**src/rtl/vn2d_ram.sv**
```systemverilog
// vn2d_ram: generic RAM, one write port, two read ports, registered read data.
// Read returns the contents before a write at the same edge. No dependencies.
module vn2d_ram #(
   parameter int unsigned WIDTH = 8,
   parameter int unsigned DEPTH = 256
) (
   input  logic                     clock,
   input  logic                     wr_en,
   input  logic [$clog2(DEPTH)-1:0] wr_addr,
   input  logic [WIDTH-1:0]         wr_data,
   input  logic                     rd_en,
   input  logic [$clog2(DEPTH)-1:0] rd_addr_a,
   input  logic [$clog2(DEPTH)-1:0] rd_addr_b,
   output logic [WIDTH-1:0]         rd_data_a,
   output logic [WIDTH-1:0]         rd_data_b
);

   logic [WIDTH-1:0] mem_ff [DEPTH];
   logic [WIDTH-1:0] rd_data_a_ff;
   logic [WIDTH-1:0] rd_data_b_ff;

   always_ff @(posedge clock) begin
      if (rd_en) begin
         rd_data_a_ff <= mem_ff[rd_addr_a];
         rd_data_b_ff <= mem_ff[rd_addr_b];
      end
      if (wr_en) begin
         mem_ff[wr_addr] <= wr_data;
      end
   end

   assign rd_data_a = rd_data_a_ff;
   assign rd_data_b = rd_data_b_ff;

endmodule

```
**config.mk**
```make
export PLATFORM = sky130hd
export DESIGN_NAME = vn2d_ram
export DESIGN_NICKNAME = d
export VERILOG_FILES = /design/src/rtl/vn2d_ram.sv
export SDC_FILE = /design/constraint.sdc
export NUM_CORES = 2
export LEC_CHECK = 0
export ABC_CLOCK_PERIOD_IN_PS = 3300
export BUFFER_PORTS_ARGS = -buffer_cell sky130_fd_sc_hd__buf_2
export CORE_UTILIZATION = 55
export CTS_BUF_LIST = sky130_fd_sc_hd__clkbuf_2 sky130_fd_sc_hd__clkbuf_4 sky130_fd_sc_hd__clkbuf_8
export DETAILED_ROUTE_END_ITERATION = 10
export PLACE_DENSITY = 0.71
export SKIP_LAST_GASP = 1
export SYNTH_ARGS = -nofsm -noshare
export SYNTH_HDL_FRONTEND = slang
export SYNTH_SLANG_ARGS = --single-unit
```
**constraint.sdc**
```tcl
create_clock -name clock -period 3.3 [get_ports clock]
set_clock_uncertainty 0.2 [all_clocks]
set_input_delay 0.495 -clock clock [delete_from_list [all_inputs] [get_ports clock]]
set_output_delay 0.495 -clock clock [all_outputs]
set_load 0.01 [all_outputs]
```
# Yosys cells after proc, flatten, opt, wreduce, memory -nomap -nowiden
# Memory sizes are Yosys's and may differ from the RTL's. A register that Yosys moved wholly into a read port is not among the register bits.
# Cells that the tools add are included.
# totals
ff_bits,0
ramBits,2048
output_inout_bits,16
word_cells,3
memories,1
# memory_table
memory,words,word_bits,read_ports,rd_ports_with_merged_regs,wr,line_no,source
mem_ff,256,8,2,2,1,18,logic [WIDTH-1:0] mem_ff [DEPTH];
# classes
muxes,2
# ops
cell,n
$mux 1,2

# Logic depth before layout (Yosys ltp)
# logic_depth
depth_word,2
depth_mapped,12

# Worst setup path before layout
# OpenSTA, ideal clock, no wires.
# synth_timing
kind,input -> register
from,input rd_addr_b[0]
to,register rd_data_b_ff[0] (netlist: rd_data_b[0]) (read register of mem_ff) (data pin)
setup_time_ps,277
arrival_time_ps,2396
required_time_ps,2823
path_slack_ps,427
stages,9
path_buffers,3
path_cell_list,buf_4 > buf_6 > buf_2 > mux4_2 > mux4_2 > nand2_1 > a21oi_1 > a21oi_1 > a221oi_2
# synth_lines
item,line_no,source
start: declaration,13,"input logic [$clog2(DEPTH)-1:0] rd_addr_b,"
end: declaration,20,logic [WIDTH-1:0] rd_data_b_ff;

==> load_flow_metrics.sql <==
INSERT INTO impl_metrics (metric_group, metric, value, unit) VALUES
('sta', 'grt_setup_unrepaired', 'no', ''),
('sta', 'finalSetupTns', '0', 'ns'),
('setup_path', 'worstPathBufferInverterCount', '1', ''),
('power_and_ir_drop', 'p_comb_frac', '0.098', ''),
('floorplan', 'floorplan.die_area', '178000', 'um^2'),
('power_and_ir_drop', 'ir_drop', '0.000472', 'V'),
('cts', 'cts_tree', 'done', ''),
('synth', 'synth.area.mux_share', '0.272', ''),
('detailed_routing', 'drc', '0', ''),
('synth', 'synth-compound-area-share', '0.0353', ''),
('grt', 'grt_pass1_vias', '60000', ''),
('synth', 'synth_simple_gate_area_share', '0.0269', ''),
('finish', 'multi_input_comb_area', '32500', 'um^2'),
('setup_path', 'ff2ff_path_depth', '7', ''),
('run_status', 'status', 'complete, no violations', ''),
('power_and_ir_drop', 'seqPwrFrac', '0.512', ''),
('detailed_routing', 'detailedRoute.firstIterationViolations', '9622', ''),
('sta', 'final_critical_path_time_including_i_o_delays_and_setup', '3.10', 'ns'),
('synth', 'seq_area_frac_synth', '0.638', ''),
('setup_path', 'critPathCaptureType', 'register', ''),
('power_and_ir_drop', 'p_sw_frac', '0.240', ''),
('setup_path', 'setup.worst_path.class', 'reg2reg', ''),
('power_and_ir_drop', 'share_clk_of_total_power', '0.389', ''),
('setup_path', 'cp_common_cell', 'sky130_fd_sc_hd__mux4_2', ''),
('synth', 'synthesis.instances', '4847', ''),
('floorplan', 'initial_core_util', '0.556', ''),
('finish', 'most-common-layout-cells', '2064 x sky130_fd_sc_hd__edfxtp_1, 1051 x sky130_fd_sc_hd__mux4_2, 804 x sky130_fd_sc_hd__buf_4', ''),
('hold_path', 'worstHoldPathType', 'in2reg', ''),
('hold_path', 'hold_path_end', 'rd_data_b[0]', ''),
('sta', 'fmaxAchievable', '322', 'MHz'),
('hold_path', 'whs_path_depth', '5', ''),
('finish', 'nNetsFinal', '5834', ''),
('setup_path', 'timing.critical_path.slowest_cell_delay', '0.58', 'ns'),
('finish', 'finish.instance_area', '113000', 'um^2'),
('synth', 'synth_top_family_by_area', 'multiplexers', ''),
('sta', 'timing_hold_violations_final', '0', ''),
('synth', 'synth.cell_area', '97100', 'um^2'),
('grt', 'global_route.usage.total', '0.349', ''),
('floorplan', 'io_pins', '51', ''),
('cts', 'postCtsSetupRepairBufs', '0', ''),
('grt', 'grt_first_pass_wirelength', '438000', 'um'),
('power_and_ir_drop', 'internal_power', '43.1', 'mW'),
('setup_path', 'worstSetupStartpoint', 'mem_ff[47][2]', ''),
('synth', 'synth_area_per_cell', '20.0', 'um^2'),
('finish', 'count_of_filler_cells_inserted_in_the_layout', '11800', ''),
('cts', 'clock_pin_transition_on_the_worst_setup_and_hold_timing_paths', '0.06', 'ns'),
('floorplan', 'fp.dieH', '422', 'um'),
('setup_path', 'startpoint_type', 'register', ''),
('placed_design', 'port_buffers', '50', ''),
('placed_design', 'dp.final_hpwl', '213000', 'um'),
('cts', 'clock_latency', '1.09', 'ns'),
('sta', 'relSlewSlack', '0.127', ''),
('grt', 'number_of_antenna_violations_at_the_first_check_in_global_routing', '20', ''),
('floorplan', 'die_width', '422', 'um'),
('placed_design', 'placed_cell_area', '106000', 'um^2'),
('cts', 'cts-buffers-inserted', '355', ''),
('floorplan', 'design.core.area', '175000', 'um^2'),
('synth', 'ys.warnings.count', '0', ''),
('synth', 'synth_edf_count', '2064', ''),
('setup_path', 'critical-path-slowest-cell', 'sky130_fd_sc_hd__mux4_2', ''),
('detailed_routing', 'drtPass1Iterations', '6', ''),
('cts', 'ctsLongestPathBuffers', '4', ''),
('synth', 'post_synth_xor_area_fraction', '0', ''),
('setup_path', 'end_of_the_worst_register_to_register_path', 'rd_data_a[2]', ''),
('grt', 'grt_max_degree', '109', ''),
('setup_path', 'setup.reg_to_reg.worst_slack', '0.20', 'ns'),
('finish', 'area_growth', '16.2', '%'),
('synth', 'postSynth.asyncResetShare', '0', ''),
('setup_path', 'path_delay_family', 'multiplexers', ''),
('setup_path', 'worstPathCellList', 'mux4_2 > mux4_2 > a22oi_1 > nand3_1 > o21ai_0 > buf_4 > a211oi_1', ''),
('cts', 'cts.sink_count', '2064', '');
==> through the flow <==
| stage | utilization | setup WS, ns | std cells | hold WS [ns] | power (mW) |
|---|---|---|---|---|---|
| finish | 0.647 | 0.197 | 8371 | 0.143 | 56.6 |
| global route | 0.647 | 0.202 | 8361 | 0.104 | 57.9 |
| detailed placement | 0.608 | -0.672 | 7748 | 0.718 | 35.0 |
| CTS | 0.646 | 0.242 | 8358 | 0.0562 | 56.7 |
| floorplan | - | 0.427 | 4847 | 0.394 | 32.4 |
| global placement | 0.608 | -0.609 | 7748 | 0.715 | 34.9 |
==> logic make-up after synthesis <==
logic type             Yosys count
muxes                         1325
DFF                           2064
AOI/OAI and AO/OA              466
buffers and inverters          401
and+or+nand+nor                591
==> cell usage after synthesis, drive strengths merged (10+ instances only) <==
library cell | count | area share
nor2 | 299 | 0.012
a221oi | 37 | 0.0037
mux2 | 38 | 0.0044
nor3 | 21 | 0.0011
and2 | 12 | 0.00077
o211ai | 13 | 0.0010
nand2 | 114 | 0.0044
a211oi | 28 | 0.0022
o21ai | 37 | 0.0019
o31ai | 11 | 0.00085
mux2i | 236 | 0.024
nand3 | 52 | 0.0027
a22o | 22 | 0.0020
nor2b | 27 | 0.0017
buf | 258 | 0.022
a22oi | 62 | 0.0048
mux4 | 1051 | 0.24
nand4 | 13 | 0.00084
edfxtp | 2064 | 0.64
a21oi | 79 | 0.0041
o221ai | 67 | 0.0062
nand2b | 11 | 0.00071
a221o | 10 | 0.0010
clkbuf | 137 | 0.0053
o22ai | 48 | 0.0031
==> metal layers <==
layer | vias up | track usage | share of wire
met5 | - | 0 | 0.00022
met4 | 12 | 0.200 | 0.065
met3 | 955 | 0.0897 | 0.14
met2 | 4841 | 0.513 | 0.45
met1 | 30900 | 0.480 | 0.35
li1 | 23000 | - | -
==> power groups by stage <==
| stage | Clock [mW] | Sequential (mW) | Combinational, mW |
|---|---|---|---|
| after global placement | 0 | 29.6 | 5.36 |
| after global routing | 23.2 | 29.0 | 5.69 |
| after floorplan | 0 | 29.5 | 2.86 |
| after CTS | 22.2 | 29.0 | 5.45 |
| final | 22.1 | 29.0 | 5.57 |
| after detailed placement | 0 | 29.6 | 5.42 |
==> how the worst max path moves through the flow <==
stage / end / slack (ns) / depth (start not counted)
6_report: rd_data_a[2] / 0.20 / 7
5_1_grt: rd_data_a[4] / 0.20 / 8
4_1_cts: rd_data_a[2] / 0.24 / 7
3_5_place_dp: rd_data_a[2] / -0.67 / 10
3_3_place_gp: rd_data_a[2] / -0.61 / 10
2_1_floorplan: rd_data_b[0] / 0.43 / 9
==> layout make-up <==
cell class	count	share of cell area
clock inverter	144	0.00743
timing repair buffer	990	0.0795
multi-input combinational	2382	0.288
clock buffer	447	0.0497
sequential	2064	0.549
inverter	6	0.000233
tap	2325	0.0258
antenna	13	0.000288
==> tightest hold or removal path: stages <==
cell and delay, ns:
sky130_fd_sc_hd__buf_2 0.18, sky130_fd_sc_hd__nand2_1 0.08, sky130_fd_sc_hd__nand4_1 0.19, sky130_fd_sc_hd__o211ai_1 0.19
sky130_fd_sc_hd__a221oi_2 0.09
==> registers in the layout, indices dropped and copies added (netlist names) <==
signal / cells
rd_data_a: 8
mem_ff: 2048
rd_data_b: 8
Note: power is estimated with default switching activity, not from simulation.
